<file path="config.mk">
export PLATFORM = sky130hd
export DESIGN_NAME = malt_front
export DESIGN_NICKNAME = d
export VERILOG_FILES = /design/src/hw/rtl/mesh_adjacency_laplacian_table_macros.svh /design/src/hw/rtl/malt_pkg.sv /design/src/hw/rtl/malt_front.sv
export SDC_FILE = /design/constraint.sdc
export NUM_CORES = 1
export LEC_CHECK = 0
export BUFFER_PORTS_ARGS = -buffer_cell sky130_fd_sc_hd__clkbuf_2
export CORE_MARGIN = 2
export CORE_UTILIZATION = 40
export DETAILED_ROUTE_END_ITERATION = 8
export PLACE_DENSITY_LB_ADDON = 0.05
export REMOVE_ABC_BUFFERS = 1
export SYNTH_ARGS = -nofsm -noshare
export SYNTH_HDL_FRONTEND = slang
export SYNTH_SLANG_ARGS = --single-unit
</file>
<file path="constraint.sdc">
create_clock -name clk -period 1.9 [get_ports clk]
set_input_delay 0.19 -clock clk [delete_from_list [all_inputs] [get_ports clk]]
set_output_delay 0.19 -clock clk [all_outputs]
set_load 0.03 [all_outputs]
</file>
<file path="src/hw/rtl/mesh_adjacency_laplacian_table_macros.svh">
// Assertion macros used by malt_back.sv.
`ifndef MESH_ADJACENCY_LAPLACIAN_TABLE_MACROS_SVH
`define MESH_ADJACENCY_LAPLACIAN_TABLE_MACROS_SVH
`ifndef SYNTHESIS
`define MALT_ASSERT_IMPL(label, clk, rst_n, prop, msg) \
    label: assert property (@(posedge clk) disable iff (!rst_n) (prop)) else $error(msg);
`define MALT_ASSERT_NEXT(label, clk, rst_n, pre, post, msg) \
    label: assert property (@(posedge clk) disable iff (!rst_n) (pre) |=> (post)) else $error(msg);
`else
`define MALT_ASSERT_IMPL(label, clk, rst_n, prop, msg)
`define MALT_ASSERT_NEXT(label, clk, rst_n, pre, post, msg)
`endif
`endif

</file>
<file path="src/hw/rtl/malt_pkg.sv">
package malt_pkg;
    localparam int MaxNeighbors = 32;
    localparam int VertexCount = 1024;
    localparam int VW = 10;
    localparam int SW = $clog2(MaxNeighbors);
    localparam int DW = $clog2(MaxNeighbors + 1);
    localparam int AW = $clog2(VertexCount);
    localparam logic [15:0] QOne = 16'd16384;
    localparam int QW = 2;

    typedef enum logic [1:0] {
        OP_INSERT = 2'd0,
        OP_READ   = 2'd1,
        OP_CLEAR  = 2'd2,
        OP_NONE   = 2'd3
    } op_t;

    typedef struct packed {
        op_t           op;
        logic [VW-1:0] a;
        logic [VW-1:0] b;
    } cmd_t;

    // The magnitude is 16384 / d rounded to nearest.
    function automatic logic [15:0] weight_mag(input logic [DW-1:0] d);
        logic [15:0] r;
        unique case (d)
            6'd1:  r = 16'd16384;
            6'd2:  r = 16'd8192;
            6'd3:  r = 16'd5461;
            6'd4:  r = 16'd4096;
            6'd5:  r = 16'd3277;
            6'd6:  r = 16'd2731;
            6'd7:  r = 16'd2341;
            6'd8:  r = 16'd2048;
            6'd9:  r = 16'd1820;
            6'd10: r = 16'd1638;
            6'd11: r = 16'd1489;
            6'd12: r = 16'd1365;
            6'd13: r = 16'd1260;
            6'd14: r = 16'd1170;
            6'd15: r = 16'd1092;
            6'd16: r = 16'd1024;
            6'd17: r = 16'd964;
            6'd18: r = 16'd910;
            6'd19: r = 16'd862;
            6'd20: r = 16'd819;
            6'd21: r = 16'd780;
            6'd22: r = 16'd745;
            6'd23: r = 16'd712;
            6'd24: r = 16'd683;
            6'd25: r = 16'd655;
            6'd26: r = 16'd630;
            6'd27: r = 16'd607;
            6'd28: r = 16'd585;
            6'd29: r = 16'd565;
            6'd30: r = 16'd546;
            6'd31: r = 16'd529;
            6'd32: r = 16'd512;
            default: r = 16'd0;
        endcase
        return r;
    endfunction
endpackage

</file>
<file path="src/hw/rtl/malt_front.sv">
module malt_front
    import malt_pkg::*;
(
    input  logic        clk,
    input  logic        rst_n,
    input  logic        s_tvalid,
    output logic        s_tready,
    input  logic [23:0] s_tdata,  // first_vertex, second_vertex
    input  logic [1:0]  s_tuser,  // op
    output logic        q_valid,
    input  logic        q_ready,
    output cmd_t        q_cmd
);
    cmd_t q_reg [QW];
    logic [0:0] wp_reg, rp_reg;
    logic [1:0] cnt_reg;
    logic push, pop;
    cmd_t c;

    always_comb
    begin
        c.op = op_t'(s_tuser);
        c.a = s_tdata[9:0];
        c.b = s_tdata[19:10];
    end

    assign s_tready = cnt_reg != 2'(QW);
    assign push = s_tvalid && s_tready && c.op != OP_NONE;
    assign q_valid = cnt_reg != 2'd0;
    assign pop = q_valid && q_ready;
    assign q_cmd = q_reg[rp_reg];

    always_ff @(posedge clk)
    begin
        if (push)
        begin
            q_reg[wp_reg] <= c;
        end
    end

    always_ff @(posedge clk or negedge rst_n)
    begin
        if (!rst_n)
        begin
            wp_reg <= '0;
            rp_reg <= '0;
            cnt_reg <= '0;
        end
        else
        begin
            if (push) wp_reg <= wp_reg + 1'b1;
            if (pop) rp_reg <= rp_reg + 1'b1;
            cnt_reg <= cnt_reg + 2'(push) - 2'(pop);
        end
    end
endmodule

</file>
=== After elaboration in Yosys (flattened, before gate mapping) ===
Memory sizes are Yosys's and may differ from the RTL's.
Cells that the tools add are included.

* Register bits: 4
* Bits in writable memories: 44
* Word-level logic and storage cells: 16
* Memories kept: 1

* Add/subtract/negate cells: 4
* Equal/unequal tests: 2
* Muxes and demuxes: 2
* Reduce and logical (&&, ||, !) cells: 4

{| class="wikitable"
|+ Memories
! memory !! depth !! bits a word !! read ports !! clocked after Yosys merged registers in !! write ports !! line !! text
|-
| q_reg || 2 || 22 || 1 || 0 || 1 || malt_front.sv:14 || <nowiki>cmd_t q_reg [QW];</nowiki>
|}

{| class="wikitable"
|+ Operators by type and width
! kind !! count
|-
| $ne A2 B2 Y1 const B || 2
|-
| $logic_and A1 B1 Y1 || 3
|-
| $add A1 B1 Y1 const B || 2
|-
| $add A2 B1 Y2 || 1
|-
| $mux W1 || 2
|-
| $reduce_bool A2 Y1 || 1
|-
| $sub A2 B1 Y2 || 1
|}

=== Longest topological paths before layout ===
* Word-level depth: 5
* Depth in mapped cells: 6

=== Worst setup path after synthesis ===
Ideal clock, no wire load.

* Path kind: register to register
* From: register cnt_reg[0]
* To: memory q_reg[0][0] in the netlist's numbering, enable pin
* Library setup time: 0.401 ns
* Arrival time: 1.852 ns
* Slack: -0.352 ns
* Cell stages (with the launch flop): 4
* Path buffers: 0
* Period minus slack after synthesis: 2.252 ns
* Cell sequence: dfrtp_1 -> nand2b_1 -> nand2_1 -> nor2_1

* Longest elaborated chain between the ends: 5

{| class="wikitable"
|+ RTL lines
! item !! line !! text
|-
| start, declared || malt_front.sv:16 || <nowiki>logic [1:0] cnt_reg;</nowiki>
|-
| start signal, assigned || malt_front.sv:53 || <nowiki>cnt_reg <= cnt_reg + 2'(push) - 2'(pop);</nowiki>
|-
| $ne A2 B2 Y1 || malt_front.sv:27 || <nowiki>assign s_tready = cnt_reg != 2'(QW);</nowiki>
|-
| via s_tready || malt_front.sv:7 || <nowiki>output logic s_tready,</nowiki>
|-
| $logic_and A1 B1 Y1 (2 in a row) || malt_front.sv:28 || <nowiki>assign push = s_tvalid && s_tready && c.op != OP_NONE;</nowiki>
|-
| $mux W1 || malt_front.sv:35 || <nowiki>if (push)</nowiki>
|-
| $mux W1 (implied by the code) || malt_front.sv:37 || <nowiki>q_reg[wp_reg] <= c;</nowiki>
|-
| end, declared || malt_front.sv:14 ||
|}

The timed path passes the listed nets, and every way through them passes these cells.

==> key figures <==
Synth
  – Asr flop ratio synth: under 10%
  – Post-synthesis average cell area: between 15 and 20 um2
  – Post-synth EDFFs: 44
  – Synth cell types: 21
  – Sequential element share of the synthesized area: 77.4%
  – Post-synth top area share: 72.0%
  – Post-synthesis register bit count: 48
  – Syn Inst Count: slightly above 90
  – Synth warn: 0
  – Leading area contributor after synthesis: edfxtp_1
  – Most numerous cell in the Yosys netlist: edfxtp_1
  – Synthesized area: 0.00184 mm2
  – Synth area leaders: edfxtp_1 (72%), mux2_2 (11%), dfrtp_1 (5.5%)
  – Top post-synthesis cells by count: edfxtp_1 (44), mux2_2 (18), dfrtp_1 (4), mux2_1 (4), nand2_1 (3)
  – Top FF cell, synth: edfxtp_1

Layout
  – N_diodes: 0
  – Final nets: 184
  – Synthesis-to-layout area growth: 23.7%
  – Fraction of layout cells with a size suffix above 1: between 50% and 60%
  – Fillers: 395
  – Flip-flop count of the largest register after layout: 44

Routing
  – Met3 WL: 201 um
  – Vias per cell: 4.83
  – Vias: about 990
  – Routed Antenna Nets: 0
  – Final wirelength: between 3 and 4 mm
  – Pre-antenna DRT Iters: 4
  – Met2 WL post-DR: 1.58 mm
  – WL met1: 1.18 mm
  – Top routing layer in use: met4
  – DR DRC count: 0
  – DR iter-0 viols: a little under 60
  – Wire per inst: 14.7 um

Floorplanning
  – Initial core utilization: about two fifths
  – Core area: roughly 0.0044 mm2
  – DIE AREA: approximately 0.0051 mm2
  – # IOs: between 50 and 60
  – Die W: slightly above 70 um
  – Die Y: 71.7 um
  – FP Rows: 24

Placed design
  – Routability Congestion: between 0.6 and 0.7
  – Port Buffer Count: 49
  – Hpwl dp: roughly 2.2 mm

Clock network
  – Root Driver: clkbuf_8
  – TritonCTS Sinks: 48
  – Setup bufs post-CTS: 0
  – Worst-path clk slew: ~0.080 ns
  – CTS H-tree depth: 2
  – Clk_lat worst skew: between 0.2 and 0.3 ns
  – CTS tree: built
  – CTS buffer count: 5
  – Bufs on Longest Clock Path: 2

Worst setup path
  – Crit-path max FO: 10
  – R2R Path Start: cnt_reg[0]
  – CP startpoint kind: flop
  – Crit-path slowest cell: dfrtp_1
  – Req. time, crit path: 1.71 ns
  – Largest stage delay, worst path: 0.50 ns
  – FF-to-FF setup slack: around 0.36 ns
  – FF-to-FF End: q_reg[1][5]
  – Kind of critical path: reg2out
  – CP Cell Sequence: buf_4, mux2_2, clkbuf_2
  – R2R cell count: 3
  – Worst Setup End Kind: output pin
  – Critical Path AT: roughly 1.6 ns

Timing
  – Max-slew headroom: between 80% and 90%
  – RSZ-0062 raised after global routing: false
  – Fin crit period: between 1.5 and 2 ns
  – Final Skew: 0.00532 ns
  – Fin. max-slew vios: 0
  – Final setup TNS: 0 ns
  – Min Hold Slack: between 0.08 and 0.09 ns
  – Slew @ Worst Pin: roughly 0.3 ns
  – Highest Clock Rate: roughly 560 MHz
  – Final Hold Fails: 0
  – Setup violators final: 0
  – Tcrit/Tclk final: a little over nine tenths

Power
  – Cell area power density: 1490 mW/mm2
  – Peak VDD IR: between 600 and 700 uV
  – LEAKAGE: between 0.0008 and 0.0009 uW
  – Power, Total: about 3400 uW

Hold path
  – Hold path cells: 1
  – Hold Path Class: in2reg
  – Worst Hold End: q_reg[0][12]
  – Hold_sp: s_tdata[2]

GRT
  – Vias in the first global route: 1,089
  – Grt ovf: 0
  – Initial antenna violation count: 0
  – First-pass GRT wire length: between 4 and 5 mm
  – GRT Total Usage: 13.3%
  – Largest net degree at the start of global routing: 15

Run
  – Max_cap viols: 0

Status
  – Status: complete, no violations
==> stage by stage <==
stage / utilization [%] / setup WS [ns] / instance area, um2 / instances
2_1_floorplan: - / -0.352 / 1820 / 90
3_3_place_gp: 49.7 / 0.395 / 2180 / 197
3_5_place_dp: 49.7 / 0.357 / 2180 / 197
4_1_cts: 51.8 / 0.0657 / 2270 / 206
5_1_grt: 51.8 / 0.00608 / 2270 / 206
6_report: 51.8 / 0.118 / 2270 / 206
==> layer usage <==
metal	GRT usage [%]	vias to the layer above
met2	23.6	29
met1	13.9	482
met3	5.49	5
met4	5.66	0
met5	0	-
li1	-	478
==> repair_timing <==
action,CTS,global route
hold endpoints to repair,4,0
hold buffers,1,0
resized for setup,0,0
==> logic make-up after synthesis <==
logic type	count (synthesis)	share of synthesized area (%)
DFF	48	77.4
xor gates and xnor gates	3	1.43
and+or+nand+nor	11	3.68
buffers and inverters	2	0.818
adders and majority gates	1	0.682
muxes	22	13.5
AOI/OAI and AO/OA	5	2.45
==> worst max path at each step <==
stage | slack (ns) | start | to | depth (start not counted)
global placement | 0.40 | cnt_reg[0] | q_reg[1][4] | 3
floorplan | -0.35 | cnt_reg[0] | q_reg[0][0] | 3
CTS | 0.07 | rp_reg | q_cmd[11] | 3
detailed placement | 0.36 | cnt_reg[0] | q_reg[1][5] | 3
global route | 0.006 | rp_reg | q_cmd[20] | 3
finish | 0.12 | rp_reg | q_cmd[11] | 3
==> cells in the final DEF, fill, tap and decap left out, types with 2 or more instances in the layout <==
cell / count
mux2_1: 4
xnor2_1: 2
clkbuf_2: 49
mux2_2: 18
buf_4: 6
clkbuf_8: 5
edfxtp_1: 44
clkbuf_1: 2
nand2_1: 3
dfrtp_1: 4
==> power by group <==
part / internal [uW] / switching [uW] / total [uW]
clock: 258 / 300 / 558
combinational: 486 / 826 / 1310
sequential: 1390 / 109 / 1500
total: 2140 / 1230 / 3370
==> worst max-delay path, delay by kind of cell, from the launching register on <==
family	cells	cell delay, ns
muxes	1	0.36
buffers and inverters	2	0.44
DFF	1	0.50
==> cell type report <==
type / count / area [um2] / area share (%)
Timing Repair Buffer: 56 / 300 / 13.2
Clock buffer: 7 / 76.3 / 3.36
Sequential cell: 48 / 1420 / 62.6
Tap cell: 52 / 65.1 / 2.87
Clock inverter: 1 / 5.00 / 0.221
Multi-Input combinational cell: 42 / 402 / 17.7
Note: power is estimated with default switching activity, not from simulation.
